===== config.mk =====
export PLATFORM = sky130hd
export DESIGN_NAME = leb128_varint_codec
export DESIGN_NICKNAME = d
export VERILOG_FILES = /design/src/rtl/lebc_pkg.sv /design/src/rtl/lebc_enc.sv /design/src/rtl/lebc_dec.sv /design/src/rtl/leb128_varint_codec.sv
export SDC_FILE = /design/constraint.sdc
export NUM_CORES = 1
export LEC_CHECK = 0
export ABC_AREA = 1
export BUFFER_PORTS_ARGS = -buffer_cell sky130_fd_sc_hd__buf_2
export CAP_MARGIN = 20
export CORE_ASPECT_RATIO = 1.75
export CORE_MARGIN = 2
export CORE_UTILIZATION = 50
export DETAILED_ROUTE_END_ITERATION = 16
export GPL_TIMING_DRIVEN = 0
export MAX_ROUTING_LAYER = met4
export PLACE_DENSITY = 0.73
export SYNTH_ARGS = -nofsm -noshare
export SYNTH_HDL_FRONTEND = slang
export SYNTH_SLANG_ARGS = --single-unit

===== constraint.sdc =====
create_clock -name i_clk -period 6.3 [get_ports i_clk]
set_input_delay 0.315 -clock i_clk [delete_from_list [all_inputs] [get_ports i_clk]]
set_output_delay 0.315 -clock i_clk [all_outputs]
set_load 0.02 [all_outputs]

===== src/rtl/lebc_pkg.sv =====
// Package: constants and interface structs of the LEB128 varint codec
package lebc_pkg;

    localparam int VALUE_BITS    = 64;
    localparam int WORD_BITS_DEF = 64;
    localparam int BYTE_BITS     = 8;
    localparam int GROUP_BITS    = 7;
    localparam int CONT_POS      = 7;
    localparam int SIGN_POS      = 6;

    localparam logic OP_ENCODE = 1'b0;
    localparam logic OP_DECODE = 1'b1;

    typedef struct packed {
        logic                 busy;
        logic [BYTE_BITS-1:0] data;
        logic                 last;
    } t_enc_out;

    typedef struct packed {
        logic                  fire;
        logic [VALUE_BITS-1:0] word;
        logic                  ovf;
    } t_dec_out;

endpackage


===== src/rtl/lebc_enc.sv =====
// Encoder: shifts the word out one 7-bit group per cycle while i_advance is high
module lebc_enc #(
    parameter int WORD_BITS = lebc_pkg::WORD_BITS_DEF
) (
    input  logic                  i_clk,
    input  logic                  i_rst_n,
    input  logic                  i_start,
    input  logic [WORD_BITS-1:0]  i_value,
    input  logic                  i_signed_form,
    input  logic                  i_advance,
    output lebc_pkg::t_enc_out    o_res
);

    localparam int GB = lebc_pkg::GROUP_BITS;

    logic                    r_busy;
    logic [WORD_BITS-1:0]    r_word;
    logic                    w_fill;
    logic [WORD_BITS+GB-1:0] w_ext;
    logic [GB-1:0]           w_grp;
    logic [WORD_BITS-1:0]    n_word;
    logic                    w_done;

    // signed form: arithmetic shift, the top bit stays the sign
    assign w_fill = i_signed_form & r_word[WORD_BITS-1];
    assign w_ext  = {{GB{w_fill}}, r_word};
    assign w_grp  = w_ext[GB-1:0];
    assign n_word = w_ext[WORD_BITS+GB-1:GB];

    always_comb begin
        if (i_signed_form) begin
            w_done = ((n_word == '0) && !w_grp[lebc_pkg::SIGN_POS]) ||
                     ((&n_word) && w_grp[lebc_pkg::SIGN_POS]);
        end else begin
            w_done = (n_word == '0);
        end
    end

    always_ff @(posedge i_clk) begin
        if (!i_rst_n) begin
            r_busy <= 1'b0;
        end else if (i_start) begin
            r_busy <= 1'b1;
        end else if (r_busy && i_advance && w_done) begin
            r_busy <= 1'b0;
        end
    end

    always_ff @(posedge i_clk) begin
        if (i_start) begin
            r_word <= i_value;
        end else if (r_busy && i_advance) begin
            r_word <= n_word;
        end
    end

    assign o_res.busy = r_busy;
    assign o_res.data = {~w_done, w_grp};
    assign o_res.last = w_done;

endmodule


===== src/rtl/lebc_dec.sv =====
// Decoder: drops each 7-bit group into its slot of the accumulator
module lebc_dec #(
    parameter int WORD_BITS = lebc_pkg::WORD_BITS_DEF
) (
    input  logic                             i_clk,
    input  logic                             i_rst_n,
    input  logic                             i_start,
    input  logic [lebc_pkg::BYTE_BITS-1:0]   i_byte,
    input  logic                             i_signed_form,
    output lebc_pkg::t_dec_out               o_res
);

    localparam int GB = lebc_pkg::GROUP_BITS;
    localparam int NG = (WORD_BITS + GB - 1) / GB;
    localparam int CW = $clog2(NG + 1);

    logic [WORD_BITS-1:0] r_acc;
    logic [CW-1:0]        r_grp;
    logic                 r_ovf;
    logic [WORD_BITS-1:0] w_place;
    logic [WORD_BITS-1:0] w_fill;
    logic [WORD_BITS-1:0] n_acc;
    logic [WORD_BITS-1:0] w_word;
    logic                 w_drop;
    logic                 w_final;

    for (genvar g = 0; g < WORD_BITS; g++) begin : g_bit
        localparam int GI = g / GB;
        localparam int BI = g % GB;
        assign w_place[g] = (r_grp == CW'(GI)) & i_byte[BI];
        // ones above the last group when its sign bit is set
        assign w_fill[g]  = (r_grp < CW'(GI)) & i_byte[lebc_pkg::SIGN_POS];
    end

    assign w_drop  = (r_grp >= CW'(NG));
    assign w_final = ~i_byte[lebc_pkg::CONT_POS];
    assign n_acc   = r_acc | w_place;
    assign w_word  = n_acc | (i_signed_form ? w_fill : '0);

    for (genvar j = 0; j < lebc_pkg::VALUE_BITS; j++) begin : g_ext
        if (j < WORD_BITS) begin : g_in
            assign o_res.word[j] = w_word[j];
        end else begin : g_sx
            assign o_res.word[j] = i_signed_form & w_word[WORD_BITS-1];
        end
    end

    assign o_res.fire = i_start & w_final;
    assign o_res.ovf  = r_ovf | w_drop;

    always_ff @(posedge i_clk) begin
        if (!i_rst_n) begin
            r_acc <= '0;
            r_grp <= '0;
            r_ovf <= 1'b0;
        end else if (i_start) begin
            if (w_final) begin
                r_acc <= '0;
                r_grp <= '0;
                r_ovf <= 1'b0;
            end else if (w_drop) begin
                r_ovf <= 1'b1;
            end else begin
                r_acc <= n_acc;
                r_grp <= r_grp + CW'(1);
            end
        end
    end

endmodule


===== src/rtl/leb128_varint_codec.sv =====
// Top level: LEB128 varint codec, unsigned or signed form
//
// Input channel (i_in_valid / o_in_stall) carries an opcode, a 64-bit value
// and one encoded byte. Encode takes the value and returns its 7-bit groups
// as bytes, low group first, bit 7 set on all but the last, o_last on the
// final one. Decode takes one byte per transfer and returns the word once a
// byte with bit 7 clear arrives, with o_overflow if groups fell past the word.
// Output channel (o_out_valid / i_out_stall) is one output register.
// Encode: the item is taken into the encoder shift register, which then
// hands one byte per cycle to the output register while the receiver does
// not stall. Decode: one byte per cycle while the input channel does not
// stall; the result is registered in the cycle after the last byte.
// o_cfg_ready is always high; write signed_form only while idle.
// Reset clears the form register, the encoder busy flag, the decoder and the output valid flag.
// A stalled receiver freezes the output register and the encoder shift
// register; the input channel stalls until a slot is free again.
module leb128_varint_codec #(
    parameter int WORD_BITS = lebc_pkg::WORD_BITS_DEF
) (
    input  logic                              i_clk,
    input  logic                              i_rst_n,
    input  logic                              i_cfg_valid,
    output logic                              o_cfg_ready,
    input  logic                              i_cfg_data,
    input  logic                              i_in_valid,
    output logic                              o_in_stall,
    input  logic                              i_opcode,
    input  logic [lebc_pkg::VALUE_BITS-1:0]   i_value,
    input  logic [lebc_pkg::BYTE_BITS-1:0]    i_in_byte,
    output logic                              o_out_valid,
    input  logic                              i_out_stall,
    output logic [lebc_pkg::BYTE_BITS-1:0]    o_out_byte,
    output logic [lebc_pkg::VALUE_BITS-1:0]   o_decoded_value,
    output logic                              o_is_decoded,
    output logic                              o_last,
    output logic                              o_overflow
);

    logic                r_signed_form;
    logic                r_out_valid;
    logic                w_out_free;
    logic                w_accept;
    lebc_pkg::t_enc_out  w_enc;
    lebc_pkg::t_dec_out  w_dec;

    assign o_cfg_ready = 1'b1;
    assign w_out_free  = ~r_out_valid | ~i_out_stall;
    assign o_in_stall  = w_enc.busy | ~w_out_free;
    assign w_accept    = i_in_valid & ~o_in_stall;

    always_ff @(posedge i_clk) begin
        if (!i_rst_n) begin
            r_signed_form <= 1'b0;
        end else if (i_cfg_valid) begin
            r_signed_form <= i_cfg_data;
        end
    end

    lebc_enc #(
        .WORD_BITS (WORD_BITS)
    ) u_enc (
        .i_clk         (i_clk),
        .i_rst_n       (i_rst_n),
        .i_start       (w_accept && (i_opcode == lebc_pkg::OP_ENCODE)),
        .i_value       (i_value[WORD_BITS-1:0]),
        .i_signed_form (r_signed_form),
        .i_advance     (w_out_free),
        .o_res         (w_enc)
    );

    lebc_dec #(
        .WORD_BITS (WORD_BITS)
    ) u_dec (
        .i_clk         (i_clk),
        .i_rst_n       (i_rst_n),
        .i_start       (w_accept && (i_opcode == lebc_pkg::OP_DECODE)),
        .i_byte        (i_in_byte),
        .i_signed_form (r_signed_form),
        .o_res         (w_dec)
    );

    always_ff @(posedge i_clk) begin
        if (!i_rst_n) begin
            r_out_valid <= 1'b0;
        end else if ((w_enc.busy && w_out_free) || w_dec.fire) begin
            r_out_valid <= 1'b1;
        end else if (!i_out_stall) begin
            r_out_valid <= 1'b0;
        end
    end

    always_ff @(posedge i_clk) begin
        if (w_enc.busy && w_out_free) begin
            o_out_byte      <= w_enc.data;
            o_decoded_value <= '0;
            o_is_decoded    <= 1'b0;
            o_last          <= w_enc.last;
            o_overflow      <= 1'b0;
        end else if (w_dec.fire) begin
            o_out_byte      <= '0;
            o_decoded_value <= w_dec.word;
            o_is_decoded    <= 1'b1;
            o_last          <= 1'b1;
            o_overflow      <= w_dec.ovf;
        end
    end

    assign o_out_valid = r_out_valid;

endmodule


# ---- Word-level counts from Yosys, hierarchy flattened
# Index checks and enable logic that the tools add are counted.
dict set report word_totals {
  input_bits 79
  register_bits 211
}
dict set report op_classes {
  n_bitwise 89
  magnitude_cmp 11
  addsub 1
  eq_ne 12
  n_mux 18
  reduce_logical 17
}
# operator count
set op_table {}
lappend op_table {{$mux W64} 5}
lappend op_table {{$or A64 B64 Y64} 2}
lappend op_table {{$and A1 B1 Y1} 77}
lappend op_table {{$logic_not A64 Y1} 1}
lappend op_table {{$reduce_and A58 Y1} 1}
lappend op_table {{$eq A4 B3 Y1 const B} 4}
lappend op_table {{$lt A4 B3 Y1 const B} 4}
lappend op_table {{$mux W8} 2}
lappend op_table {{$mux W1} 9}
lappend op_table {{$eq A4 B2 Y1 const B} 2}
lappend op_table {{$eq A4 B4 Y1 const B} 2}
lappend op_table {{$lt A4 B1 Y1 const B} 2}
lappend op_table {{$lt A4 B2 Y1 const B} 2}
lappend op_table {{$lt A4 B4 Y1 const B} 2}
lappend op_table {{$mux W4} 2}
lappend op_table {{$not A1 Y1} 7}
lappend op_table {{$logic_and A1 B1 Y1} 6}
lappend op_table {{$reduce_bool A2 Y1} 3}
lappend op_table {{$add A4 B1 Y4 const B} 1}
lappend op_table {{$eq A4 B1 Y1 const B} 1}
lappend op_table {{$ge A4 B4 Y1 const B} 1}
lappend op_table {{$logic_not A4 Y1} 1}
lappend op_table {{$ne A2 B1 Y1 const B} 2}
lappend op_table {{$reduce_and A2 Y1} 2}
lappend op_table {{other kinds (4)} 7}

# ---- Depth between registers and ports, before layout
# Gate-level depths: netlist of the first run.
dict set report depth {
  ltp_word 10
  ltp_mapped 11
  depth_no_buf 11
}

# ---- Cells and area by module
# Synthesis of the first run repeated with hierarchy kept, for this count alone.
dict set report hier_totals {
  cells_unflattened 1385
  area_unflattened_um2 9959.6
}
# module area_per_inst_um2 instances cells_per_inst
set by_module_without_submodules {}
lappend by_module_without_submodules {lebc_dec 3527.1 1 520}
lappend by_module_without_submodules {lebc_enc 3283.1 1 403}
lappend by_module_without_submodules {leb128_varint_codec 3149.3 1 462}

# ---- Worst setup path before layout of the first run
# Ideal clock, no wire load.
dict set report synth_timing {
  path_type {reg-to-reg}
  start {reg r_out_valid (netlist: o_out_valid)}
  end {reg u_enc.r_word[0] (enable)}
  slack_ns 3.295
  setup_time_ns 0.424
  stages_incl_launch_ff 7
  t_arrival_ns 2.582
  period_less_slack_ns 3.005
  n_path_buf 1
  path_cell_list {dfxtp_1 > nand2_1 > nand3_1 > nor2_2 > inv_2 > clkbuf_1 > nand2_1}
}
dict set report synth_between {
  elab_chain_len 8
}
# item line
set synth_lines {}
lappend synth_lines {{from (decl)} leb128_varint_codec.sv:40} ;# logic r_out_valid;
lappend synth_lines {{from (signal assigned)} leb128_varint_codec.sv:84} ;# r_out_valid <= 1'b0;
lappend synth_lines {{from (signal assigned)} leb128_varint_codec.sv:86} ;# r_out_valid <= 1'b1;
lappend synth_lines {{from (signal assigned)} leb128_varint_codec.sv:88} ;# r_out_valid <= 1'b0;
lappend synth_lines {{$not A1 Y1 (*)} leb128_varint_codec.sv:47} ;# assign w_out_free = ~r_out_valid | ~i_out_stall;
lappend synth_lines {{$or A1 B1 Y1 (*)} leb128_varint_codec.sv:47}
lappend synth_lines {{$not A1 Y1} leb128_varint_codec.sv:48} ;# assign o_in_stall = w_enc.busy | ~w_out_free;
lappend synth_lines {{$or A1 B1 Y1} leb128_varint_codec.sv:48}
lappend synth_lines {{$not A1 Y1} leb128_varint_codec.sv:49} ;# assign w_accept = i_in_valid & ~o_in_stall;
lappend synth_lines {{$and A1 B1 Y1} leb128_varint_codec.sv:49}
lappend synth_lines {{$logic_and A1 B1 Y1} leb128_varint_codec.sv:64} ;# .i_start (w_accept && (i_opcode == lebc_pkg::OP_ENCODE)),
lappend synth_lines {{$reduce_bool A2 Y1 (no line) (*)} -}
lappend synth_lines {{to (signal assigned)} lebc_enc.sv:51} ;# r_word <= i_value;
lappend synth_lines {{to (signal assigned)} lebc_enc.sv:53} ;# r_word <= n_word;
lappend synth_lines {{to (decl)} lebc_enc.sv:17} ;# logic [WORD_BITS-1:0] r_word;
# Every way passes the cells marked *; elsewhere a longest branch is shown, timed or not.
# A chain may end at the register's enable or synchronous reset.

# ---- Final worst setup path of the first run
dict set report layout_timing {
  start {reg r_out_valid (netlist: o_out_valid)}
  end {reg u_enc.r_word[6] (enable)}
}
# The elaborated chain is that of the path after synthesis.

==> flow_summary.toml, run 1 <==
[run_status]
outcome = "complete, no violations"

[timing]
maxSlewViolCount = 0
final-setup-viol-count = 0
rsz0062_at_grt = "false"
max_slew_margin = 0.438
skew_ns = 0.0161
tightest_slew_ns = 0.842
whs_ns = 0.0670
hold_viol = 0
timing.final.crit_share = 0.436
fin_crit_ns = 2.74
fin_setup_tns_ns = 0
fmax_ghz = 0.364

[routing]
routed_wirelength_um = 22800
antenna_left = 0
dr.pass1.iters = 6
vias = 7737
avgViaCountPerCell = 5.23
drt_iter0_drc = 313
drc = 0
avgRoutedWirePerCell_um = 15.4

[clocking]
cts_max_level = 1
cts_hold_buf = 0
numCtsBuffers = 20
postCtsSetupRepairBufs = 0
cts-resized-gates = 0
cts_tree = "done"
path_clk_slew_ns = 0.06
clkSinkCount = 211
cts_buffer_depth = 3
insertion_delay_ns = 0.49
cts_root_buf = "clkbuf_16"

[floorplan]
die_x_um = 105
die_h_um = 180
core-area_um2 = 17500
start_util = 0.509
num_rows = 64
boundaryPins = 157
dieArea_um2 = 18900

[layout]
final_cell_area_um2 = 10700
final_layout_size_suffix_gt1_frac = 0.184
syn_to_final_growth_pct = 20.0
ff_latch_area_um2 = 4950
fill_cells = 1649
fin_nets = 1318
multi_input_comb_area_um2 = 3090

[synthesis]
synth_top_area_share = 0.311
ys.flop_type = "dfxtp_1"
synthCells = 1057
syn_nets = 1141
synth-seq-area-share = 0.557
synthArstFlopShare = 0
ys_top_cells_by_count = "260 x nand2_1, 158 x inv_1, 138 x dfxtp_1"
yosysMostFrequentCell = "nand2_1"
synthDistinctLibCells = 29
avgSynthCellArea_um2 = 8.41
yosysWarningCount = 0
ys_ff_latch = 211
yosys.area.top_type = "dfxtp_1"
synth-edff-count = 73
ys_top_cells_by_area = "dfxtp_1 31%, edfxtp_1 25%, nand2_1 11%"
syn_area_um2 = 8890

[critical_path]
cp.required_ns = 6.41
cp-startpoint = "o_out_valid"
cpPeakStageDelay_ns = 0.68
cp.arrival_ns = 2.85
cp_cell_sequence = "nand2_1, nand3_1, nor2_2, inv_2, clkbuf_1, nand2_4"
criticalPathCategory = "reg2reg"
slowest_stage = "nand2_4"
end_kind = "flop"
rr_startpoint = "o_out_valid"
cp_max_fo = 64
critPathLaunchType = "flop"

[global_route]
grt_usage = 0.246
grt_pass1_vias = 7401
grt_max_degree = 65
grt_overflow = 0
grt_pass1_wl_um = 36500
antenna_found_initial = 1

[place]
gp_congestion = 0.890
io_buffers = 155
hpwl_um = 17100
place_area_um2 = 9960

[power_and_ir_drop]
p_leak_nw = 4.46
peakVddDrop_v = 0.000238
power_density_nw_per_um2 = 322

[worst_hold_path]
hold_path_class = "in2reg"
worstHoldStart = "i_cfg_data"

[flow_run]
cap_violations = 0
==> critical path, delay by kind of cell (launching register included) <==
| kind | cells | cell delay, ns |
|---|---|---|
| simple gates | 4 | 1.49 |
| buf+inv | 2 | 0.50 |
| flops | 1 | 0.33 |
==> registers in the layout, indices dropped and copies added (netlist names) <==
| register | flops |
|---|---|
| u_enc.r_word | 64 |
| o_is_decoded | 1 |
| u_dec.r_grp | 4 |
| u_dec.r_acc | 64 |
| r_signed_form | 1 |
| o_last | 1 |
| o_out_byte | 8 |
| u_dec.r_ovf | 1 |
| u_enc.r_busy | 1 |
| o_overflow | 1 |
| o_out_valid | 1 |
| o_decoded_value | 64 |
==> metrics by stage <==
step,total power [mW],utilization,instances,worst slack (ns)
after floorplan,1.99,-,1057,3.29
after global placement,2.19,0.570,1443,2.17
after detailed placement,2.20,0.571,1443,3.41
after CTS,3.45,0.611,1479,3.50
after global routing,3.57,0.611,1480,3.42
final,3.43,0.611,1480,3.56
==> power by group <==
| part | switching [mW] | internal (mW) | leakage [nW] |
|---|---|---|---|
| clock network | 0.521 | 0.742 | 0.350 |
| registers | 0.0770 | 1.57 | 1.83 |
| logic | 0.351 | 0.172 | 2.27 |
==> cell families after synthesis <==
family | Yosys count | share of synthesized area
simple gates | 366 | 0.168
compound gates | 262 | 0.172
buf+inv | 212 | 0.0956
flops | 211 | 0.557
fa+ha+maj | 5 | 0.00704
other cells | 1 | 0.000422
==> cells in the final DEF (no fill, tap or decap), drive strengths merged, types with 4 or more instances in the layout <==
master and n:
a41oi 7, clkbuf 55, buf 176, nand2 260, a31oi 51, dfxtp 138
nor2 79, a21oi 23, ha 5, edfxtp 73, inv 167, nor3 4
nand4 8, o21ai 131, a211oi 49, nand3 14
==> worst paths after layout <==
check                    endpoint  slack [ns]  depth (start not counted)
hold reg to reg    u_dec.r_acc[1]        0.44                          2
setup reg to reg  u_enc.r_word[6]        3.56                          6
hold / removal      r_signed_form        0.07                          3
setup / recovery  u_enc.r_word[6]        3.56                          6
==> layout make-up <==
| type | instances | area share |
|---|---|---|
| multi-input combinational | 634 | 0.290 |
| timing repair buffer | 155 | 0.0727 |
| clock inverter | 8 | 0.00739 |
| clock buffer | 28 | 0.0585 |
| inverter | 164 | 0.0577 |
| sequential | 211 | 0.464 |
| tap | 231 | 0.0271 |
| buffer | 48 | 0.0219 |
| antenna | 1 | 0.000235 |
==> routing by layer <==
metal  global-route usage  part of all wire  vias to the layer above
met1                0.257              0.37                     3589
met4                0.114             0.042                        0
met5                    -                 0                        -
li1                     -                 -                     3833
met2                0.456              0.54                      250
met3               0.0268             0.046                       65
(Power assumes the default switching activity.)
==> run 2, diff against run 1 <==
- clock period: 6.3 -> 2.8 ns (I/O delays scaled with it)
==> run 2 against run 1 <==
Clock power rose by 120%. First-iteration DRC count rose by 25%. Combinational power rose by 150%. Highest routed layer unchanged. Count of clock-buffer cells in the layout did not move. Sequential power rose by 130%.
==> flow_summary.toml, run 2 (synthesis results as in run 1) <==
[run_status]
outcome = "complete, no violations"

[clocking]
numCtsBuffers = 20
cts_tree = "done"
cts_buffer_depth = 3
clkSinkCount = 211
cts_max_level = 1
cts_root_buf = "clkbuf_16"
path_clk_slew_ns = 0.07
insertion_delay_ns = 0.49

[timing]
skew_ns = 0.0111
tightest_slew_ns = 0.723
hold_viol = 0
setup_ws_ns = 0.185
timing.final.crit_share = 0.934
whs_ns = 0.150
maxSlewViolCount = 0
final-setup-viol-count = 0
fin_crit_ns = 2.61
max_slew_margin = 0.518
rsz0062_at_grt = "false"
fmax_ghz = 0.382

[critical_path]
cp_max_fo = 64
end_kind = "flop"
crit_family = "simple AND/OR/NAND/NOR gates"
cp.required_ns = 2.93
slowest_stage = "nor2_2"
critPathLaunchType = "flop"
criticalPathCategory = "reg2reg"
cpPeakStageDelay_ns = 0.48
cp_cell_sequence = "nand2_1, nand3_1, nor2_2, inv_2, clkbuf_1, nand2_8"
cp.buffers_inverters = 2
cp.arrival_ns = 2.74

[routing]
drt_iter0_drc = 391
drc = 0
routed_wirelength_um = 25400
avgViaCountPerCell = 5.30
antenna_left = 0
avgRoutedWirePerCell_um = 16.3
vias = 8245
dr.pass1.iters = 5

[global_route]
grt_pass1_wl_um = 40200
grt_usage = 0.271
grt_max_degree = 65
grt_overflow = 0
grt_pass1_vias = 8165
antenna_found_initial = 1

[power_and_ir_drop]
power_density_nw_per_um2 = 677
p_leak_nw = 4.76
peakVddDrop_v = 0.000537

[place]
hpwl_um = 17200
gp_congestion = 0.896
place_ws_ns = 0.0746
io_buffers = 155

[floorplan]
num_rows = 64
start_util = 0.509
core-area_um2 = 17500
boundaryPins = 157
die_h_um = 180
die_x_um = 105
dieArea_um2 = 18900

[layout]
syn_to_final_growth_pct = 28.1
mostFrequentLayoutCells = "259 x nand2_1, 170 x buf_2, 159 x inv_1"
fin_nets = 1394
layout_commonest_cell = "nand2_1"
fill_cells = 1506
reg_top3 = "o_decoded_value: 64 flops, u_dec.r_acc: 64 flops, u_enc.r_word: 64 flops"
final_layout_size_suffix_gt1_frac = 0.173

[worst_hold_path]
hold_path_class = "in2reg"

[flow_run]
cap_violations = 0
[run 2: layout make-up]
type,instances,area [um^2],area share
repair buffers,231,1540,0.135
plain buffers,48,234,0.0205
well taps,231,289,0.0254
clock buffers,28,614,0.0539
multi-input cells,634,3100,0.272
diodes,1,2.50,0.000220
flip-flops and latches,211,4950,0.435
clock inverters,8,43.8,0.00384
inverters,164,616,0.0540
[run 2: worst min-delay path: stages]
cell     delay, ns
buf_2         0.12
nand4_4       0.13
nor2_2        0.07
nand3_1       0.06
a21oi_1       0.06
[run 2: metal layers]
layer	share of wire	vias up	routed length, um	track usage
li1	-	3992	-	-
met1	0.36	3840	9110	0.282
met2	0.53	323	13500	0.489
met3	0.059	90	1510	0.0358
met4	0.053	0	1360	0.148
met5	0	-	0	-
[run 2: stage by stage]
| step | std cells | cell area [um^2] | util | setup TNS (ns) | power (mW) |
|---|---|---|---|---|---|
| finish | 1556 | 11400 | 0.653 | 0 | 7.72 |
| global route | 1556 | 11400 | 0.653 | 0 | 8.00 |
| CTS | 1555 | 11400 | 0.652 | 0 | 7.72 |
| detailed placement | 1443 | 9960 | 0.571 | 0 | 4.95 |
| global placement | 1443 | 9960 | 0.570 | -25.11 | 4.93 |
| floorplan | 1057 | 8890 | - | 0 | 4.48 |
[run 2: path summary, 6_finish.rpt]
| kind | start | endpoint | slack (ns) | cells past startpoint |
|---|---|---|---|---|
| setup / recovery | o_out_valid | u_enc.r_word[22] | 0.19 | 6 |
| hold reg to reg | u_dec.r_acc[0] | u_dec.r_acc[0] | 0.45 | 2 |
| setup reg to reg | o_out_valid | u_enc.r_word[22] | 0.19 | 6 |
| hold / removal | i_opcode | u_dec.r_grp[1] | 0.15 | 5 |
[run 2: repair_timing]
| item | in CTS | in global routing |
|---|---|---|
| gates resized for setup | 0 | 1 |
| endpoints found under the setup margin | 0 | 64 |
| hold endpoints to repair | 81 | 0 |
| setup buffers | 0 | 0 |
| hold buffers | 76 | 0 |
[run 2: power breakdown]
part / switching (mW) / internal (mW) / total, mW
clock: 1.18 / 1.54 / 2.72
sequential: 0.180 / 3.53 / 3.71
combinational: 0.829 / 0.459 / 1.29
==> run 3, diff against run 2 <==
- PLACE_DENSITY: 0.73 -> 0.72
- REMOVE_ABC_BUFFERS: default -> 1
- SYNTH_HIERARCHICAL: default -> 1
==> run 3 against run 2 <==
Clock power is 9.2% higher. Via count is 9.1% higher. First-iteration DRC count increased by 42%. Critical path depth unchanged. Critical endpoint is now u_enc/r_word[8]. Sequential share of layout area decreased by 3.1 points. Power decreased by 3.3%. Core utilization fell by 2.9 points. Global-route usage fell by 2.4 points. Highest routed layer unchanged.
==> flow_summary.toml, run 3 <==
[run_status]
outcome = "complete, no violations"

[global_route]
antenna_found_initial = 0
grt_usage = 0.248
grt_pass1_vias = 8580
grt_pass1_wl_um = 41500
grt_max_degree = 76
grt_overflow = 0

[layout]
final_layout_size_suffix_gt1_frac = 0.166
layout_commonest_cell = "nand2_1"
reg_top3 = "o_decoded_value: 64 flops, u_dec/r_acc: 64 flops, u_enc/r_word: 64 flops"
fin_nets = 1659
syn_to_final_growth_pct = 23.1
mostFrequentLayoutCells = "619 x nand2_1, 209 x inv_1, 155 x buf_2"

[synthesis]
ys.flop_type = "dfxtp_1"
syn_area_um2 = 9960
ys_top_cells_by_count = "623 x nand2_1, 211 x inv_1, 138 x dfxtp_1"
synth_top_area_share = 0.277
yosysMostFrequentCell = "nand2_1"
synthArstFlopShare = 0
synth-seq-area-share = 0.497
synthCells = 1385
avgSynthCellArea_um2 = 7.19
synthDistinctLibCells = 29
synth-edff-count = 73
ys_ff_latch = 211
yosys.area.top_type = "dfxtp_1"
yosysWarningCount = 6
ys_top_cells_by_area = "dfxtp_1 28%, nand2_1 23%, edfxtp_1 22%"

[routing]
antenna_left = 0
vias = 8998
avgViaCountPerCell = 4.90
dr.pass1.iters = 5
avgRoutedWirePerCell_um = 14.1
drt_iter0_drc = 555
drc = 0
routed_wirelength_um = 26000

[critical_path]
cp.required_ns = 2.91
cp_cell_sequence = "inv_1, nand3_1, nor2_4, inv_2, buf_12, nand2_4"
r2r_slack_ns = 0.24
cp.depth = 6
cp.buffers_inverters = 3
crit_family = "simple AND/OR/NAND/NOR gates"
end_kind = "flop"
cpPeakStageDelay_ns = 0.65
cp.arrival_ns = 2.67
critPathLaunchType = "flop"
reg2reg_depth = 6
slowest_stage = "nand2_4"
cp_max_fo = 64
criticalPathCategory = "reg2reg"

[clocking]
cts_tree = "done"
cts_buffer_depth = 3
cts_root_buf = "clkbuf_16"
postCtsSetupRepairBufs = 0
numCtsBuffers = 20
path_clk_slew_ns = 0.07
clkSinkCount = 211
cts_max_level = 1
insertion_delay_ns = 0.49

[floorplan]
num_rows = 68
core-area_um2 = 19700
boundaryPins = 157
die_h_um = 191
start_util = 0.507
dieArea_um2 = 21100
die_x_um = 111

[timing]
setup_ws_ns = 0.245
fmax_ghz = 0.391
whs_ns = 0.0336
skew_ns = 0.0108
timing.final.crit_share = 0.913
fin_crit_ns = 2.56
max_slew_margin = 0.446
maxSlewViolCount = 0
hold_viol = 0
tightest_slew_ns = 0.832
final-setup-viol-count = 0
rsz0062_at_grt = "false"

[power_and_ir_drop]
p_int_mw = 5.55
p_seq_frac = 0.474
power_density_nw_per_um2 = 608
p_leak_nw = 6.33
p_sw_frac = 0.256
peakVddDrop_v = 0.000600
combPwrFrac = 0.127
p_clk_frac = 0.398
switchingPower_mw = 1.91

[place]
io_buffers = 155
hpwl_um = 17100
gp_congestion = 0.954
place_ws_ns = -0.531

[worst_hold_path]
hold_path_class = "in2reg"
whs_path_depth = 3

[flow_run]
cap_violations = 0
[run 3: cell types whose count changed after synthesis, sizes merged, moves of 48 or more]
| cell | previous run | this run |
|---|---|---|
| a211oi | 49 | 0 |
| inv | 164 | 221 |
| nand2 | 260 | 632 |
| o21ai | 131 | 65 |
| a31oi | 51 | 1 |
| a21oi | 23 | 71 |
[run 3: cell families (layout without fill, tap and decap cells)]
family,Yosys count,in the layout,share of synthesized area
AO/OA/AOI/OAI,137,137,0.0788
AND/OR/NAND/NOR,749,749,0.298
flip-flops,211,211,0.497
other,1,2,0.000377
adder cells (fa/ha/maj),5,5,0.00628
buffers and inverters,282,486,0.119
[run 3: final timing paths]
check                       start              end
setup / recovery     u_enc/r_busy  u_enc/r_word[8]
hold / removal        i_out_stall     o_is_decoded
setup reg to reg     u_enc/r_busy  u_enc/r_word[8]
hold reg to reg   u_dec/r_acc[12]  u_dec/r_acc[12]
[run 3: layout make-up]
type / count / area (um^2)
fillers: 1718 / 7390
flip-flops and latches: 211 / 4950
multi-input cells: 892 / 3850
repair buffers: 229 / 1580
inverters: 221 / 842
clock buffers: 30 / 622
well taps: 245 / 307
clock inverters: 6 / 104
diodes: 1 / 2.50
[run 3: what timing repair did]
item                                    CTS  global route
gates cloned                              0             0
endpoints found under the setup margin   47             9
resized for setup                         6             2
hold endpoints to repair                 69             0
hold buffers                             68             0
[run 3: stage by stage]
stage | cells | total power [mW] | TNS [ns] | cell area, um^2 | util
floorplan | 1324 | 4.12 | -417.71 | 9600 | -
finish | 1835 | 7.46 | 0 | 12300 | 0.624
global route | 1834 | 7.76 | 0 | 12300 | 0.624
global placement | 1724 | 4.43 | -917.09 | 10700 | 0.544
detailed placement | 1730 | 4.47 | -9.90 | 10800 | 0.551
CTS | 1834 | 7.51 | 0 | 12300 | 0.624
[run 3: metal layers]
layer | routed length, um | global-route usage | part of all wire | vias to the layer above
li1 | - | - | - | 4545
met1 | 9490 | 0.248 | 0.37 | 4085
met2 | 13900 | 0.477 | 0.54 | 290
met3 | 1440 | 0.0337 | 0.055 | 78
met4 | 1080 | 0.106 | 0.042 | 0
met5 | 0 | - | 0 | -
[run 3: power by group through the flow]
stage                     clock, mW  combinational [mW]  sequential, mW
after floorplan                   0               0.451            3.66
after global routing           3.15                1.06            3.55
after global placement            0               0.832            3.60
final                          2.97               0.950            3.54
after CTS                      3.03               0.941            3.54
after detailed placement          0               0.863            3.60
[run 3: worst reg2reg max path: stages (launching register included)]
cell     delay (ns)
dfxtp_1        0.38
inv_1          0.12
nand3_1        0.16
nor2_4         0.46
inv_2          0.13
buf_12         0.21
nand2_4        0.69
